## src/hdl/ccc_pkg.sv

```systemverilog
// Package for the conductivity compensation and calibration block.
// Holds shared types, command and status codes, and fixed-point constants.
// No dependencies.
package ccc_pkg;

	localparam int unsigned KW = 24;
	localparam int unsigned PRESET_W = 23;
	localparam int unsigned VW = 16;
	localparam int unsigned TW = 12;
	localparam int unsigned DW = 17;
	localparam int unsigned CONDW = 24;
	localparam int unsigned NUMW = 64;
	localparam int unsigned QW = 40;
	localparam int unsigned CFG_IDX_W = 1;
	localparam int unsigned K_RESET = 65536;

	localparam logic [CFG_IDX_W-1:0] REG_K_LOW = 1'd0;
	localparam logic [CFG_IDX_W-1:0] REG_K_HIGH = 1'd1;

	localparam logic [1:0] CMD_MEASURE = 2'd0;
	localparam logic [1:0] CMD_ENTER = 2'd1;
	localparam logic [1:0] CMD_EXIT = 2'd2;
	localparam logic [1:0] CMD_CAL = 2'd3;

	localparam logic [2:0] ST_MEASURED = 3'd0;
	localparam logic [2:0] ST_ENTERED = 3'd1;
	localparam logic [2:0] ST_SAVED = 3'd2;
	localparam logic [2:0] ST_EXIT_IDLE = 3'd3;
	localparam logic [2:0] ST_LOW_BUF = 3'd4;
	localparam logic [2:0] ST_HIGH_BUF = 3'd5;
	localparam logic [2:0] ST_UNKNOWN_BUF = 3'd6;
	localparam logic [2:0] ST_NOT_CAL = 3'd7;

	localparam logic [63:0] RANGE_LIMIT = 64'd343932928;
	localparam logic [63:0] LOW_WIN_LO = 64'd75571200;
	localparam logic [63:0] LOW_WIN_HI = 64'd159539200;
	localparam logic [63:0] HIGH_WIN_LO = 64'd755712000;
	localparam logic [63:0] HIGH_WIN_HI = 64'd1410662400;

	// Datapath operation selected by the controller.
	typedef enum logic [1:0] {
		OP_NONE = 2'd0,
		OP_MEAS = 2'd1,
		OP_CAL_LOW = 2'd2,
		OP_CAL_HIGH = 2'd3
	} op_t;

	typedef struct packed {
		logic start;
		op_t op;
	} dp_cmd_t;

	typedef struct packed {
		logic done;
		logic high;
		logic in_low_win;
		logic in_high_win;
		logic [KW-1:0] result;
	} dp_sts_t;

endpackage

```

## src/hdl/ccc_ctrl.sv

```systemverilog
// Controller: command sequencing, calibration state and constants.
// Depends on ccc_pkg; drives ccc_datapath through dp_cmd_t.
module ccc_ctrl (
	input  logic                         clk,
	input  logic                         arst_n,
	input  logic                         cfg_we,
	input  logic [ccc_pkg::CFG_IDX_W-1:0] cfg_idx,
	input  logic [ccc_pkg::PRESET_W-1:0] cfg_data,
	input  logic                         in_fire,
	input  logic [1:0]                   in_cmd,
	output logic                         busy,
	output ccc_pkg::dp_cmd_t             dcmd,
	input  ccc_pkg::dp_sts_t             dsts,
	output logic                         res_valid,
	output logic [ccc_pkg::CONDW-1:0]    res_cond,
	output logic [2:0]                   res_status,
	output logic                         res_high,
	output logic                         res_cal,
	output logic [ccc_pkg::KW-1:0]       k_low,
	output logic [ccc_pkg::KW-1:0]       k_high,
	input  logic                         out_free
);
	import ccc_pkg::*;

	typedef enum logic [4:0] {
		S_IDLE = 5'b00001,
		S_WAIT = 5'b00010,
		S_CHECK = 5'b00100,
		S_CALDIV = 5'b01000,
		S_DONE = 5'b10000
	} state_t;

	state_t st_q;
	logic [1:0] cmd_q;
	logic [KW-1:0] pend_low_q, pend_high_q;
	logic cal_q;
	logic cal_go;

	assign busy = (st_q != S_IDLE);

	// A calibrate item in calibration mode inside a buffer window launches the constant division.
	assign cal_go = (st_q == S_CHECK) && (cmd_q == CMD_CAL) && cal_q
		&& (dsts.in_low_win || dsts.in_high_win);

	always_comb begin
		dcmd.start = in_fire || cal_go;
		if (cal_go)
			dcmd.op = dsts.in_low_win ? OP_CAL_LOW : OP_CAL_HIGH;
		else if (in_cmd == CMD_MEASURE)
			dcmd.op = OP_MEAS;
		else
			dcmd.op = OP_NONE;
	end

	always_ff @(posedge clk or negedge arst_n) begin
		if (!arst_n) begin
			st_q <= S_IDLE;
			k_low <= KW'(K_RESET);
			k_high <= KW'(K_RESET);
			pend_low_q <= KW'(K_RESET);
			pend_high_q <= KW'(K_RESET);
			cal_q <= 1'b0;
			res_valid <= 1'b0;
			cmd_q <= CMD_MEASURE;
			res_cond <= '0;
			res_status <= ST_MEASURED;
			res_high <= 1'b0;
			res_cal <= 1'b0;
		end else begin
			res_valid <= 1'b0;
			if (cfg_we) begin
				unique case (cfg_idx)
					REG_K_LOW: k_low <= KW'(cfg_data);
					REG_K_HIGH: k_high <= KW'(cfg_data);
					default: ;
				endcase
			end
			unique case (st_q)
				S_IDLE: if (in_fire) begin
					cmd_q <= in_cmd;
					st_q <= (in_cmd == CMD_MEASURE) ? S_WAIT : S_CHECK;
				end
				S_WAIT: if (dsts.done) begin
					res_cond <= dsts.result;
					res_high <= dsts.high;
					res_status <= ST_MEASURED;
					res_cal <= cal_q;
					st_q <= S_DONE;
				end
				S_CHECK: begin
					res_cond <= '0;
					res_high <= 1'b0;
					unique case (cmd_q)
						CMD_ENTER: begin
							cal_q <= 1'b1; res_cal <= 1'b1;
							pend_low_q <= k_low; pend_high_q <= k_high;
							res_status <= ST_ENTERED;
							st_q <= S_DONE;
						end
						CMD_EXIT: begin
							if (cal_q) begin
								k_low <= pend_low_q; k_high <= pend_high_q;
								res_status <= ST_SAVED;
							end else res_status <= ST_EXIT_IDLE;
							cal_q <= 1'b0; res_cal <= 1'b0;
							st_q <= S_DONE;
						end
						default: begin
							res_cal <= cal_q;
							if (!cal_q) begin
								res_status <= ST_NOT_CAL;
								st_q <= S_DONE;
							end else if (cal_go) begin
								res_status <= dsts.in_low_win ? ST_LOW_BUF : ST_HIGH_BUF;
								st_q <= S_CALDIV;
							end else begin
								res_status <= ST_UNKNOWN_BUF;
								st_q <= S_DONE;
							end
						end
					endcase
				end
				S_CALDIV: if (dsts.done) begin
					if (res_status == ST_LOW_BUF) pend_low_q <= dsts.result;
					else pend_high_q <= dsts.result;
					st_q <= S_DONE;
				end
				S_DONE: if (out_free) begin
					res_valid <= 1'b1;
					st_q <= S_IDLE;
				end
				default: st_q <= S_IDLE;
			endcase
		end
	end
endmodule

```

## config.mk

```make
export PLATFORM = sky130hd
export DESIGN_NAME = ccc_ctrl
export DESIGN_NICKNAME = d
export VERILOG_FILES = /design/src/hdl/ccc_pkg.sv /design/src/hdl/ccc_ctrl.sv
export SDC_FILE = /design/constraint.sdc
export NUM_CORES = 1
export LEC_CHECK = 0
export ABC_AREA = 1
export BUFFER_PORTS_ARGS = -buffer_cell sky130_fd_sc_hd__buf_4
export CORE_ASPECT_RATIO = 0.6
export CORE_MARGIN = 8
export CORE_UTILIZATION = 43
export DETAILED_ROUTE_END_ITERATION = 16
export GPL_ROUTABILITY_DRIVEN = 0
export PLACE_DENSITY = 0.67
export SLEW_MARGIN = 20
export SYNTH_ARGS = -nofsm -noshare
export SYNTH_HDL_FRONTEND = slang
export SYNTH_SLANG_ARGS = --single-unit
```

## constraint.sdc

```tcl
create_clock -name clk -period 3.91 [get_ports clk]
set_input_delay 0 -clock clk [delete_from_list [all_inputs] [get_ports clk]]
set_output_delay 0 -clock clk [all_outputs]
set_load 0.03 [all_outputs]
```

# Word-level counts from Yosys, hierarchy flattened
# Index checks and enable logic that the tools add are counted.
# totals
reg_bits,134
word_cells,90
# classes
eq_ne,18
reduce_logical,15
muxes,45
# ops
cell,n
$mux W24,17
$pmux W24 S2,3
$mux W5,6
$pmux W5 S4,1
$ne A2 B2 Y1 const B,6
$pmux W3 S2,2
$mux W1,8
$reduce_and A4 Y1,2
$mux W2,3
$mux W3,2
$pmux W1 S2,3
$eq A5 B1 Y1 const B,1
$eq A5 B2 Y1 const B,1
$eq A5 B3 Y1 const B,1
$eq A5 B4 Y1 const B,1
$eq A5 B5 Y1 const B,1
$ne A5 B1 Y1 const B,1
$eq A2 B2 Y1 const B,2
$ne A2 B1 Y1 const B,2
$reduce_and A2 Y1,2
$reduce_bool A2 Y1,2
$reduce_or A2 Y1,2
$eq A3 B3 Y1 const B,1
$logic_and A1 B1 Y1,3
4 further kinds,5

# Logic depth before layout (Yosys ltp)
# depth
ltp_word,8
mapped_depth,9
depth_no_buf,8

# Least setup slack after synthesis
# OpenSTA, ideal clock, no wires.
# synth_path
kind,register to register
start,reg res_status[2]
end,reg pend_low_q[13]
arrival_ps,1403
stages_incl_launch_ff,9
setup_slack_ps,2390
cell_sequence,dfrtp_1 inv_1 nor3_1 or2_1 buf_2 nand2_4 buf_4 nand2_1 nand2_1
# synth_via
elab_chain_len,3
# synth_rtl
element,line,source
from (decl),ccc_ctrl.sv:16,"output logic [2:0] res_status,"
from (signal assigned),ccc_ctrl.sv:114,res_status <= dsts.in_low_win ? ST_LOW_BUF : ST_HIGH_BUF;
$eq A3 B3 Y1,ccc_ctrl.sv:124,if (res_status == ST_LOW_BUF) pend_low_q <= dsts.result;
$ne A2 B2 Y1 (no source line),-,
$reduce_and A4 Y1 (no source line),-,
to (signal assigned),ccc_ctrl.sv:60,pend_low_q <= KW'(K_RESET);
to (signal assigned),ccc_ctrl.sv:96,pend_low_q <= k_low; pend_high_q <= k_high;
to (signal assigned),ccc_ctrl.sv:124,
to (decl),ccc_ctrl.sv:35,"logic [KW-1:0] pend_low_q, pend_high_q;"
# Every way passes these cells.
# A chain may end at the register's enable or synchronous reset.

# Final worst setup path
# layout_path
start,reg st_q[1]
end,reg pend_high_q[21]
# layout_via
elab_chain_len,3
elab_cells_between_ends,8
# layout_rtl
element,line,source
from (decl),ccc_ctrl.sv:33,state_t st_q;
from (signal assigned),ccc_ctrl.sv:81,st_q <= (in_cmd == CMD_MEASURE) ? S_WAIT : S_CHECK;
$eq A5 B4 Y1 / $eq A5 B3 Y1 (equally long branches),ccc_ctrl.sv:78,unique case (st_q)
"$ne A2 B2 Y1 (no source line), or another cell as far along",-,
$reduce_and A4 Y1 (no source line),-,
to (signal assigned),ccc_ctrl.sv:61,pend_high_q <= KW'(K_RESET);
to (signal assigned),ccc_ctrl.sv:96,
to (signal assigned),ccc_ctrl.sv:125,else pend_high_q <= dsts.result;
to (decl),ccc_ctrl.sv:35,
# Parallel ways exist; a longest one is shown, timed or not.

==> impl_metrics.env <==
export IMPL_leakagePower_nw=4.61
export IMPL_cts_sinks=134
export IMPL_gr_total_overflow=0
export IMPL_muxShareOfSynthArea=0
export IMPL_wirelength_mm=20.0
export IMPL_cts_buffers=17
export IMPL_synth_compound_area_share=0.119
export IMPL_grt_max_degree=110
export IMPL_p_per_area_mw_per_mm2=615
export IMPL_setup_viol=0
export IMPL_antenna_found_initial=0
export IMPL_cp_slowest_cell="nand2_2"
export IMPL_fin_crit_sh=0.624
export IMPL_initial_core_util=0.432
export IMPL_syn_avg_cell_area_um2=7.64
export IMPL_end_kind="flip-flop"
export IMPL_post_cts_buffers=0
export IMPL_synth_cells=855
export IMPL_ys_seq_area_frac=0.514
export IMPL_ios=141
export IMPL_dp_hpwl_mm=13.0
export IMPL_slowest_delay_ns=0.61
export IMPL_root_buffer="clkbuf_16"
export IMPL_vias=6194
export IMPL_hp_class="in -> async"
export IMPL_tightestPinTransition_ns=1.07
export IMPL_seq_power_share=0.370
export IMPL_synthTopCellsByArea="dfrtp_1 49%, nand2_1 17%, o21ai_0 10%, inv_1 6.4%, nand3_1 6.4%"
export IMPL_tritoncts="built"
export IMPL_clk_pin_slew_worst_paths_ns=0.06
export IMPL_design_area_mm2=0.00890
export IMPL_synth_area_mm2=0.00653
export IMPL_area_growth_pct=36.2
export IMPL_die_w_um=175
export IMPL_p_sw_frac=0.354
export IMPL_relSlewSlack=0.286
export IMPL_track_usage=0.208
export IMPL_die_height_um=111
export IMPL_io_buffers=140
export IMPL_crit_fanout=25
export IMPL_switching_power_mw=1.94
export IMPL_r2r_slack_ns=1.47
export IMPL_crit_chain="nor2_4, nand3_2, inv_2, nand2_2, nand2_2, nand2_1, nand2_1"
export IMPL_yosys_area_top_type="dfrtp_1"
export IMPL_synth_top_area_frac=0.494
export IMPL_die_area_mm2=0.0195
export IMPL_r2r_cells=7
export IMPL_fmax_mhz=410
export IMPL_yosys_area_share_simple=0.258
export IMPL_synth_top_family_by_area="simple AND/OR/NAND/NOR gates"
export IMPL_power_frac_comb=0.311
export IMPL_p_int_mw=3.54
export IMPL_htree_levels=4
export IMPL_cap_viol_max_count=0
export IMPL_row_count=35
export IMPL_drive_above_1_share=0.191
export IMPL_ir_worst_vdd_mv=0.327
export IMPL_rsz0062_at_grt="false"
export IMPL_pwr_share_clk=0.319
export IMPL_worst_ep_arrival_time_ns=2.80
export IMPL_clkLatencyLatePin_ns=0.42
export IMPL_core_area_mm2=0.0151
export IMPL_crit_type="reg -> reg"
export IMPL_finalHoldViolations=0
export IMPL_cp_required_ns=4.27
export IMPL_grt_pass1_wl_mm=32.7
export IMPL_clock_path_buffers=2
export IMPL_syn_num_nets=917
export IMPL_synthXorXnorAreaFrac=0
export IMPL_r2r_end="pend_high_q[21]$_DFFE_PN0P_"
export IMPL_grt_pass1_vias=6159
export IMPL_ctsHoldBuffers=57
export IMPL_fin_setup_tns_ns=0
export IMPL_drtPass1Iterations=5
export IMPL_critPathLaunchType="flip-flop"
export IMPL_dpl_cell_area_mm2=0.00766
export IMPL_ys_types=28
export IMPL_reg2reg_from="st_q[1]$_DFFE_PN0P_"
export IMPL_nets=1092
export IMPL_drtIter0Drc=553
export IMPL_ys_ff_latch=134
export IMPL_antenna_left=0
export IMPL_drc_errors=0
export IMPL_fill_cells=1401
export IMPL_synth_warning_count=0
export IMPL_report_final_slew_viol_count=0
export IMPL_wl_per_cell_um=16.1
export IMPL_path_delay_family="simple AND/OR/NAND/NOR gates"
export IMPL_crit_buf_inv=1
export IMPL_vias_per_cell=4.97
export IMPL_post_cts_resized=0
export IMPL_outcome="finished, final reports clean"
export IMPL_synth_fa_ha_area_frac=0.00574
export IMPL_antenna_cells=0
export IMPL_skew_ns=0.00592
export IMPL_period_needed_ns=2.44
[through the flow]
| step | hold slack [ns] | power [mW] | instances | setup slack (ns) | util |
|---|---|---|---|---|---|
| after floorplan | -0.296 | 3.05 | 855 | 2.39 | - |
| final | 0.00602 | 5.48 | 1246 | 1.47 | 0.589 |
| after global routing | 0.0255 | 5.79 | 1246 | 1.24 | 0.589 |
| after CTS | 0.0167 | 5.50 | 1245 | 1.49 | 0.587 |
| after global placement | 0.209 | 3.68 | 1156 | 1.62 | 0.507 |
| after detailed placement | 0.212 | 3.70 | 1156 | 1.51 | 0.507 |
[cell families after synthesis]
logic type                 after synthesis
AOI/OAI and AO/OA                      152
adders and majority gates                3
buffers and inverters                  164
DFF                                    134
and+or+nand+nor                        402
[worst max-delay path by stage]
stage / startpoint / to / slack, ns / cells after the start
2_1_floorplan: res_status[2]$_DFFE_PN0P_ / pend_low_q[13]$_DFFE_PN0P_ / 2.39 / 8
3_3_place_gp: st_q[1]$_DFFE_PN0P_ / pend_high_q[14]$_DFFE_PN0P_ / 1.62 / 7
3_5_place_dp: st_q[1]$_DFFE_PN0P_ / pend_high_q[18]$_DFFE_PN0P_ / 1.51 / 7
4_1_cts: st_q[1]$_DFFE_PN0P_ / pend_high_q[21]$_DFFE_PN0P_ / 1.49 / 7
5_1_grt: st_q[3]$_DFFE_PN0P_ / pend_high_q[17]$_DFFE_PN0P_ / 1.24 / 8
6_report: st_q[1]$_DFFE_PN0P_ / pend_high_q[21]$_DFFE_PN0P_ / 1.47 / 7
[power groups by stage]
stage / Clock [mW] / Sequential [mW] / Combinational (mW)
2_1_floorplan: 0 / 2.38 / 0.670
3_3_place_gp: 0 / 2.04 / 1.64
3_5_place_dp: 0 / 2.04 / 1.66
4_1_cts: 1.76 / 2.02 / 1.71
5_1_grt: 1.84 / 2.08 / 1.88
6_report: 1.75 / 2.03 / 1.70
[layout make-up]
| cell class | count | area [um2] | share of cell area |
|---|---|---|---|
| well taps | 203 | 254 | 0.0285 |
| flip-flops and latches | 134 | 3360 | 0.377 |
| inverters | 116 | 435 | 0.0489 |
| repair buffers | 204 | 1700 | 0.191 |
| clock inverters | 8 | 145 | 0.0163 |
| clock buffers | 24 | 492 | 0.0553 |
| multi-input cells | 557 | 2520 | 0.283 |
[layer usage]
metal	share of wire	wire (um)	GRT usage	vias to the layer above
met1	0.49	9710	0.302	2913
met2	0.42	8420	0.297	223
met5	0	0	0	-
met3	0.081	1630	0.0571	19
li1	-	-	-	3039
met4	0.013	254	0.0630	0
[cells in the final DEF (no fill, tap or decap), types with 5 or more instances in the layout]
master         Yosys  final
buf_4              4    145
dfrtp_1          129    129
clkbuf_16          0     17
o21ai_1           11     11
dlygate4sd3_1      0     57
o21ai_0          134    134
inv_1            112    112
nor2_1            11     10
nand4_1            5      5
dfstp_2            5      5
nand3_1           83     83
nand2_1          289    289
[flip-flops by register name, indices dropped and copies added, names as in the netlist]
signal       flops
pend_high_q     24
res_high         1
res_cond        24
res_valid        1
res_status       3
k_high          24
k_low           24
st_q             5
cal_q            1
cmd_q            2
res_cal          1
pend_low_q      24
[cell usage after synthesis]
master	n
nand4_1	5
buf_1	2
dfrtp_1	129
buf_6	2
ha_1	3
nor2_4	3
clkinv_1	2
o21ai_4	1
o211ai_1	1
buf_4	4
nand3_1	83
inv_2	2
o21ai_1	11
buf_2	22
nand2_4	1
nand2_2	4
inv_1	112
clkbuf_1	18
nand3_2	2
o21ai_0	134
nand2_1	289
dfstp_2	5
nor2_2	2
nor3_1	1
a21oi_1	3
o22ai_1	2
nor2_1	11
or2_1	1
Note: power is estimated with default switching activity, not from simulation.
