===== src/hdl/ccc_pkg.sv =====
// Package for the conductivity compensation and calibration block.
// Holds shared types, command and status codes, and fixed-point constants.
// No dependencies.
package ccc_pkg;

	localparam int unsigned KW = 24;
	localparam int unsigned PRESET_W = 23;
	localparam int unsigned VW = 16;
	localparam int unsigned TW = 12;
	localparam int unsigned DW = 17;
	localparam int unsigned CONDW = 24;
	localparam int unsigned NUMW = 64;
	localparam int unsigned QW = 40;
	localparam int unsigned CFG_IDX_W = 1;
	localparam int unsigned K_RESET = 65536;

	localparam logic [CFG_IDX_W-1:0] REG_K_LOW = 1'd0;
	localparam logic [CFG_IDX_W-1:0] REG_K_HIGH = 1'd1;

	localparam logic [1:0] CMD_MEASURE = 2'd0;
	localparam logic [1:0] CMD_ENTER = 2'd1;
	localparam logic [1:0] CMD_EXIT = 2'd2;
	localparam logic [1:0] CMD_CAL = 2'd3;

	localparam logic [2:0] ST_MEASURED = 3'd0;
	localparam logic [2:0] ST_ENTERED = 3'd1;
	localparam logic [2:0] ST_SAVED = 3'd2;
	localparam logic [2:0] ST_EXIT_IDLE = 3'd3;
	localparam logic [2:0] ST_LOW_BUF = 3'd4;
	localparam logic [2:0] ST_HIGH_BUF = 3'd5;
	localparam logic [2:0] ST_UNKNOWN_BUF = 3'd6;
	localparam logic [2:0] ST_NOT_CAL = 3'd7;

	localparam logic [63:0] RANGE_LIMIT = 64'd343932928;
	localparam logic [63:0] LOW_WIN_LO = 64'd75571200;
	localparam logic [63:0] LOW_WIN_HI = 64'd159539200;
	localparam logic [63:0] HIGH_WIN_LO = 64'd755712000;
	localparam logic [63:0] HIGH_WIN_HI = 64'd1410662400;

	// Datapath operation selected by the controller.
	typedef enum logic [1:0] {
		OP_NONE = 2'd0,
		OP_MEAS = 2'd1,
		OP_CAL_LOW = 2'd2,
		OP_CAL_HIGH = 2'd3
	} op_t;

	typedef struct packed {
		logic start;
		op_t op;
	} dp_cmd_t;

	typedef struct packed {
		logic done;
		logic high;
		logic in_low_win;
		logic in_high_win;
		logic [KW-1:0] result;
	} dp_sts_t;

endpackage


===== src/hdl/ccc_divider.sv =====
// Restoring radix-2 divider, one quotient bit per cycle.
// Depends on ccc_pkg for widths.
module ccc_divider (
	input  logic                    clk,
	input  logic                    arst_n,
	input  logic                    start,
	input  logic [ccc_pkg::NUMW-1:0] num,
	input  logic [ccc_pkg::QW-1:0]   den,
	output logic                    done,
	output logic [ccc_pkg::NUMW-1:0] quo
);
	import ccc_pkg::*;

	logic [NUMW-1:0] quo_q;
	logic [QW:0] rem_q;
	logic [QW-1:0] den_q;
	logic [6:0] cnt_q;
	logic busy_q;
	logic [QW:0] trial;
	logic [QW:0] diff;

	assign trial = {rem_q[QW-1:0], quo_q[NUMW-1]};
	assign diff = trial - {1'b0, den_q};

	always_ff @(posedge clk or negedge arst_n) begin
		if (!arst_n) begin
			busy_q <= 1'b0;
			cnt_q <= '0;
			done <= 1'b0;
		end else begin
			done <= 1'b0;
			if (start) begin
				busy_q <= 1'b1;
				cnt_q <= 7'(NUMW);
			end else if (busy_q) begin
				cnt_q <= cnt_q - 7'd1;
				if (cnt_q == 7'd1) begin
					busy_q <= 1'b0;
					done <= 1'b1;
				end
			end
		end
	end

	always_ff @(posedge clk) begin
		if (start) begin
			quo_q <= num;
			rem_q <= '0;
			den_q <= den;
		end else if (busy_q) begin
			if (!diff[QW]) begin
				rem_q <= diff;
				quo_q <= {quo_q[NUMW-2:0], 1'b1};
			end else begin
				rem_q <= trial;
				quo_q <= {quo_q[NUMW-2:0], 1'b0};
			end
		end
	end

	assign quo = quo_q;
endmodule


===== src/hdl/ccc_datapath.sv =====
// Datapath: temperature denominator, range choice, windows and the
// rounded divisions. Depends on ccc_pkg and ccc_divider.
module ccc_datapath (
	input  logic                   clk,
	input  logic                   arst_n,
	input  ccc_pkg::dp_cmd_t       cmd,
	input  logic [ccc_pkg::VW-1:0] voltage,
	input  logic [ccc_pkg::TW-1:0] temp,
	input  logic [ccc_pkg::KW-1:0] k_low,
	input  logic [ccc_pkg::KW-1:0] k_high,
	output ccc_pkg::dp_sts_t       sts
);
	import ccc_pkg::*;

	typedef enum logic [3:0] {
		P_IDLE = 4'b0001,
		P_MUL1 = 4'b0010,
		P_MUL2 = 4'b0100,
		P_DIV  = 4'b1000
	} pst_t;

	pst_t st_q;
	op_t op_q;
	logic signed [TW-1:0] tc;
	logic [DW-1:0] d_comb;
	logic [DW-1:0] d_q;
	logic [VW-1:0] v_q;
	logic [KW-1:0] k_q;
	logic [47:0] vk_q;
	logic [NUMW-1:0] num_q;
	logic [QW-1:0] den_q;
	logic div_go_q;
	logic div_done;
	logic [NUMW-1:0] quo;
	logic [39:0] vd_comb;
	logic signed [TW+7:0] dprod;
	logic use_high;
	logic done_q;
	logic high_q;
	logic low_win_q;
	logic high_win_q;
	logic [KW-1:0] result_q;

	always_comb begin
		tc = $signed(temp);
		if ($signed(temp) < -12'sd320) tc = -12'sd320;
		if ($signed(temp) > 12'sd1600) tc = 12'sd1600;
		dprod = 20'sd32000 + 20'sd37 * (20'(tc) - 20'sd400);
		d_comb = dprod[DW-1:0];
	end

	assign vd_comb = 40'(voltage) * 40'(d_comb);
	assign use_high = 48'(voltage) * 48'(k_low) > 48'(RANGE_LIMIT);

	// The divider start is registered, so the divider starts in the cycle after the numerator is registered.
	always_ff @(posedge clk or negedge arst_n) begin
		if (!arst_n) begin
			st_q <= P_IDLE;
			div_go_q <= 1'b0;
			done_q <= 1'b0;
		end else begin
			div_go_q <= (st_q == P_MUL2);
			done_q <= (st_q == P_DIV) && div_done;
			unique case (st_q)
				P_IDLE: if (cmd.start && cmd.op != OP_NONE) st_q <= P_MUL1;
				P_MUL1: st_q <= P_MUL2;
				P_MUL2: st_q <= P_DIV;
				P_DIV: if (div_done) st_q <= P_IDLE;
				default: st_q <= P_IDLE;
			endcase
		end
	end

	// Window and range flags settle on start; divisions follow.
	always_ff @(posedge clk) begin
		if (cmd.start) begin
			op_q <= cmd.op;
			d_q <= d_comb;
			v_q <= voltage;
			high_q <= use_high;
			low_win_q <= 64'(vd_comb) > LOW_WIN_LO && 64'(vd_comb) < LOW_WIN_HI;
			high_win_q <= 64'(vd_comb) > HIGH_WIN_LO && 64'(vd_comb) < HIGH_WIN_HI;
			k_q <= use_high ? k_high : k_low;
		end
		if (st_q == P_MUL1) begin
			if (op_q == OP_MEAS) begin
				vk_q <= 48'(v_q) * 48'(k_q);
				den_q <= 40'(d_q) * 40'd2686976;
			end else begin
				vk_q <= 48'(d_q) * ((op_q == OP_CAL_LOW) ? 48'd118646784 : 48'd1081507840);
				den_q <= 40'(v_q) * 40'd15625;
			end
		end
		if (st_q == P_MUL2) begin
			if (op_q == OP_MEAS)
				num_q <= 64'(vk_q) * 64'd500000 + 64'(den_q >> 1);
			else
				num_q <= 64'(vk_q) + 64'(den_q >> 1);
		end
		if (div_done)
			result_q <= (quo > 64'hFFFFFF) ? 24'hFFFFFF : quo[KW-1:0];
	end

	assign sts = '{done: done_q, high: high_q, in_low_win: low_win_q,
		in_high_win: high_win_q, result: result_q};

	ccc_divider u_div (
		.clk(clk), .arst_n(arst_n), .start(div_go_q),
		.num(num_q), .den(den_q), .done(div_done), .quo(quo)
	);
endmodule


===== config.mk =====
export PLATFORM = sky130hd
export DESIGN_NAME = ccc_datapath
export DESIGN_NICKNAME = d
export VERILOG_FILES = /design/src/hdl/ccc_pkg.sv /design/src/hdl/ccc_divider.sv /design/src/hdl/ccc_datapath.sv
export SDC_FILE = /design/constraint.sdc
export NUM_CORES = 2
export LEC_CHECK = 0
export ABC_AREA = 1
export BUFFER_PORTS_ARGS = -buffer_cell sky130_fd_sc_hd__buf_4
export CORE_UTILIZATION = 40
export DETAILED_ROUTE_END_ITERATION = 8
export HOLD_SLACK_MARGIN = 0.02
export SYNTH_ARGS = -nofsm -noshare
export SYNTH_HDL_FRONTEND = slang
export SYNTH_HIERARCHICAL = 1
export SYNTH_SLANG_ARGS = --single-unit

===== constraint.sdc =====
create_clock -name clk -period 30 [get_ports clk]
set_clock_uncertainty 0.05 [all_clocks]
set_input_delay 6 -clock clk [delete_from_list [all_inputs] [get_ports clk]]
set_output_delay 6 -clock clk [all_outputs]
set_load 0.05 [all_outputs]

# [Word level (Yosys, flattened, before mapping)]
# Index checks and enable logic that the tools add are counted.
[word_totals] inputBits=81 ff_bits=397 wordCells=83 output_inout_bits=28
[op_classes] muxes=22 reduce_logical=7 n_addsub=6 n_mul=8 eq_ne=9 order_cmp=8
[ops] op="$mux 64" count=3
[ops] op="$mul 16x24->40" count=2
[ops] op="$mux 40" count=2
[ops] op="$add 64x39->64" count=1
[ops] op="$gt 64x24->1 const B" count=1
[ops] op="$mul 48x14->59 const B" count=1
[ops] op="$add 48x39->49" count=1
[ops] op="$mul 17x31->48" count=1
[ops] op="$sub 41x40->41" count=1
[ops] op="$gt 40x29->1 const B" count=1
[ops] op="$gt 33x27->1 const B" count=1
[ops] op="$gt 33x30->1 const B" count=1
[ops] op="$lt 33x28->1 const B" count=1
[ops] op="$lt 33x31->1 const B" count=1
[ops] op="$mul 16x17->33" count=1
[ops] op="$mux 31" count=1
[ops] op="$mul 16x14->30 const B" count=1
[ops] op="$mux 30" count=1
[ops] op="$mux 12" count=2
[ops] op="$mux 24" count=1
[ops] op="$mul 17x6->23 const B" count=1
[ops] op="$add 16x17->17 const A" count=1
[ops] op="$mul 7x13->17 const A" count=1
[ops] op="$pmux 4 s4" count=1
[ops] op="19 further kinds" count=31

# [Depth between registers and ports, before layout]
[logic_depth] depth_word=9 depth_mapped=64

# [Modules after synthesis]
# The synthesis kept the hierarchy.
[modules_own_cells] mod="ccc_datapath" area_each_um2=77211.6 n_inst=1 seq_area_each_um2=7268.2 cells_each=10260
[modules_own_cells] mod="ccc_divider" area_each_um2=9512.9 n_inst=1 seq_area_each_um2=4149.0 cells_each=1341

# [Least setup slack after synthesis]
# No wires, ideal clock.
[synth_timing] path_kind="input to register" start="input port temp[7] in the netlist's numbering" end="register high_win_q, data pin" required_ns=29.699 setup_slack_ns=14.174 setup_ns=0.251 cell_stages=51 t_arrival_ns=15.525 path_cell_list="inv_1 > o21ai_0 > nand3_1 > ha_1 > or2_2 > nand2_1 > xor2_1 > inv_1 > fa_1 > inv_1 > fa_1 > inv_1 > ha_1 > ha_1 > nand4_1 > o221ai_1 > nand3_1 > nand3_1 > (+15 left out) > fa_1 > inv_1 > fa_1 > inv_1 > ha_1 > clkbuf_1 > nand2_1 > o21ai_0 > a21oi_1 > nand3_1 > xnor2_1 > nand2_1 > nor2_1 > nand3_1 > nor2_1 > nand3b_1 > nand2_1 > nor2_1"
[synth_between] elab_chain_len=9 word_cells_on_any_way=11 cone_classes="add/sub (2); mul (2); order compare (4); mux (2); reduce/logical (1)"
[synth_lines] item="start, declared" line_no="ccc_datapath.sv:8" source="input logic [ccc_pkg::TW-1:0] temp,"
[synth_lines] item="$lt 12x10->1" line_no="ccc_datapath.sv:46" source="if ($signed(temp) < -12'sd320) tc = -12'sd320;"
[synth_lines] item="$mux 12" line_no="ccc_datapath.sv:46"
[synth_lines] item="$mux 12 (*)" line_no="ccc_datapath.sv:47" source="if ($signed(temp) > 12'sd1600) tc = 12'sd1600;"
[synth_lines] item="$sub 12x10->13 (*)" line_no="ccc_datapath.sv:48" source="dprod = 20'sd32000 + 20'sd37 * (20'(tc) - 20'sd400);"
[synth_lines] item="$mul 7x13->17 (*)" line_no="ccc_datapath.sv:48"
[synth_lines] item="$add 16x17->17 (*)" line_no="ccc_datapath.sv:48"
[synth_lines] item="named net dprod[15]" line_no="ccc_datapath.sv:36" source="logic signed [TW+7:0] dprod;"
[synth_lines] item="$mul 16x17->33 (*)" line_no="ccc_datapath.sv:52" source="assign vd_comb = 40'(voltage) * 40'(d_comb);"
[synth_lines] item="$gt 33x30->1 / $lt 33x31->1 (equally long branches)" line_no="ccc_datapath.sv:82" source="high_win_q <= 64'(vd_comb) > HIGH_WIN_LO && 64'(vd_comb) < HIGH_WIN_HI;"
[synth_lines] item="$logic_and 1x1->1 (*)" line_no="ccc_datapath.sv:82"
[synth_lines] item="end signal, assigned" line_no="ccc_datapath.sv:82"
[synth_lines] item="end, declared" line_no="ccc_datapath.sv:41" source="logic high_win_q;"
# The timed path passes the listed nets; every way through them passes the cells marked *.
# A chain may end at the register's enable or synchronous reset.

# [Worst setup path in the final report]
# Ends and elaborated chain as after synthesis.

==> impl_metrics.ini <==
[logic_synthesis]
yosysSeqAreaShare_pct = 13.2
ys_ff_latch = 396
ys.flop_type = edfxtp_1
syn-instance-count = 11601
yosysWarnings = 6
synth.distinct_cells = 63
avgSynthCellArea_um2 = 7.48
synth-edff-count = 341
syn_area_um2 = 86700
ys_async_sr_fraction_pct = 3.79

[clocking]
cts_setup_buffers = 0
cts.path.max_buffers = 3
numCtsBuffers = 52
cts_max_level = 2
clock_sinks = 396
clk_latency_ns = 0.68
path_clk_slew_ns = 0.06
cts_tree = done
hold_buffers = 0
cts_root_buffer = clkbuf_16
cts_resized = 0

[setup_path]
r2r_end = num_q[54]$_SDFFCE_PN0P_
rrSetupSlack_ns = 21.77
cpMaxStageDelayCell = fa_1
worst-path-buf-inv = 10
r2r_start = vk_q[10]$_SDFFCE_PN0P_
critical_path.top_delay_family = adder cells
start_kind = input port
endpoint_kind = flop
cp_data_required_time_ns = 30.37
cpPeakStageDelay_ns = 0.56
worstPathMaxFanout = 10
cpMostUsedCell = nand2_1
arrival_ns = 17.42
worstSetupPathType = in -> reg
rr_worst_depth = 33

[floorplanning]
start_util_pct = 40.3
rows = 170
core-area_um2 = 215000
fp.dieW_um = 468
die-height_um = 468
ioPinCount = 109
die_area_um2 = 219000

[global_routing]
grt_max_degree = 78
grt.total_usage_pct = 26.7
grtUsageMet2_pct = 47.3
grt-busiest-layer = met2
antenna_found_initial = 10
grt_use_met1_pct = 33.2
grt_pass1_wl_um = 445000
grt.met3_usage_pct = 2.85
grt.overflow.total = 0
grt_pass1_vias = 75703

[sta]
fin_setup_tns_ns = 0
fin_crit_ns = 17.05
hold_viol = 0
final-setup-viol-count = 0
worstMarginPinSlew_ns = 1.07
drv_slew = 0
fmax_mhz = 58.7
whs_ns = 0.370
post-route-period-util_pct = 56.8
finalWorstSetupSlack_ns = 12.95
max_slew_margin_pct = 28.8
rsz0062_at_grt = false

[min_path]
worstHoldStart = den_q[0]$_SDFFCE_PP0P_
hold_path_depth = 0
hp-class = reg -> reg
min_to = u_div/den_q[0]$_DFFE_PP_

[cells_and_area]
drive_gt1_share_pct = 3.33
fill_cells = 22178
syn_to_final_growth_pct = 6.10
num-nets-final = 13849
stdcell_count = 14401

[routing]
ant_nets = 0
drt_iter0_drc = 4410
drt_wl_total_um = 288000
firstDrtPassIters = 6
viasPerCell = 5.06
vias = 72853
drcViolationCount = 0
wl_per_cell_um = 20.0

[place]
dp_cells = 14303
port_buffers = 108
finalWeightedCongestion = 0.987
dp_hpwl_um = 240000
pre_cts_ws_ns = 12.31

[run]
drv.max_cap_violation_count = 0

[outcome]
status = finished clean
==> kinds of logic after synthesis <==
| logic type | share of synthesized area [%] |
|---|---|
| and+or+nand+nor | 21.5 |
| other | 0.00866 |
| DFF | 13.2 |
| adders and majority gates | 43.4 |
| xor gates and xnor gates | 1.47 |
| buffers and inverters | 13.9 |
| AOI/OAI and AO/OA | 6.57 |
==> cells in the mapped netlist (25+ instances only) <==
| cell | n | area (um2) |
|---|---|---|
| o21ai_0 | 340 | 1700 |
| nor4_1 | 25 | 156 |
| nand2_2 | 28 | 175 |
| a31oi_1 | 39 | 244 |
| nand4_1 | 95 | 594 |
| nor3_1 | 43 | 215 |
| nand3_1 | 411 | 2060 |
| nor2_2 | 26 | 163 |
| ha_1 | 988 | 12400 |
| or2_2 | 35 | 219 |
| dfxtp_1 | 40 | 801 |
| a21o_1 | 29 | 218 |
| fa_1 | 1261 | 25200 |
| a21oi_1 | 508 | 2540 |
| xor2_1 | 74 | 648 |
| inv_1 | 2872 | 10800 |
| nor2_1 | 737 | 2770 |
| edfxtp_1 | 341 | 10200 |
| xnor2_1 | 70 | 613 |
| o21bai_1 | 42 | 315 |
| clkbuf_1 | 261 | 980 |
| nand2_1 | 3093 | 11600 |
==> per-stage QoR <==
stage,area [um2],util [%]
after floorplan,86800,-
after global placement,90200,42.0
after detailed placement,90200,42.0
after CTS,92000,42.8
after global routing,92000,42.8
final,92000,42.8
==> layer usage <==
layer	wire length, um	vias up	share of wire, %
li1	-	34895	-
met1	120000	35669	42
met2	143000	1794	50
met3	13000	481	4.5
met4	12100	14	4.2
met5	92	-	0.032
==> placed cells by master (no fill, tap or decap), types with 16 or more instances in the layout <==
master     netlist  routed
a21o_1          29      29
a21oi_1        508     508
a31oi_1         39      39
buf_4            7     148
clkbuf_16        0      53
dfxtp_1         40      40
edfxtp_1       341     341
fa_1          1261    1261
ha_1           988     988
inv_1         2872    2869
nand2_1       3093    3092
nand2_2         28      28
nand3_1        411     411
nand3_2         19      19
nand3b_1        20      20
nand4_1         95      95
nor2_1         737     735
nor2_2          26      28
nor3_1          43      42
nor4_1          25      24
o21a_1          16      16
o21ai_0        340     340
o21bai_1        42      42
or2_2           35      35
xnor2_1         70      70
xor2_1          74      74
==> state kept, by name, indices dropped and copies added, names as in the netlist, 2 cells and up <==
| name | flops |
|---|---|
| d_q | 17 |
| op_q | 2 |
| u_div/cnt_q | 7 |
| k_q | 24 |
| den_q | 39 |
| u_div/quo | 64 |
| vk_q | 48 |
| result_q | 24 |
| v_q | 16 |
| num_q | 64 |
| u_div/den_q | 40 |
| st_q | 4 |
| u_div/rem_q | 40 |
==> how the worst max path moves through the flow <==
stage	depth (start not counted)	slack [ns]	from	endpoint
after floorplan	51	14.17	temp[7]	high_win_q$_DFFE_PP_
after global placement	51	12.21	temp[7]	high_win_q$_DFFE_PP_
after detailed placement	53	12.31	temp[7]	high_win_q$_DFFE_PP_
after CTS	53	12.99	temp[7]	high_win_q$_DFFE_PP_
after global routing	55	11.97	temp[7]	high_win_q$_DFFE_PP_
final	54	12.95	temp[7]	high_win_q$_DFFE_PP_
==> final cells by class <==
cell class | instances | area (um2) | share of cell area (%)
Multi-Input combinational cell | 8030 | 63300 | 68.8
Sequential cell | 396 | 11400 | 12.4
Inverter | 2891 | 10900 | 11.8
Tap cell | 2838 | 3550 | 3.86
Clock buffer | 64 | 1390 | 1.51
Timing Repair Buffer | 148 | 1110 | 1.21
Clock inverter | 33 | 380 | 0.413
Antenna cell | 1 | 2.50 | 0.00272
Power is left out: the tool's default activity adds up to more than one toggle a clock period on the data nets, which glitch-free logic cannot reach.
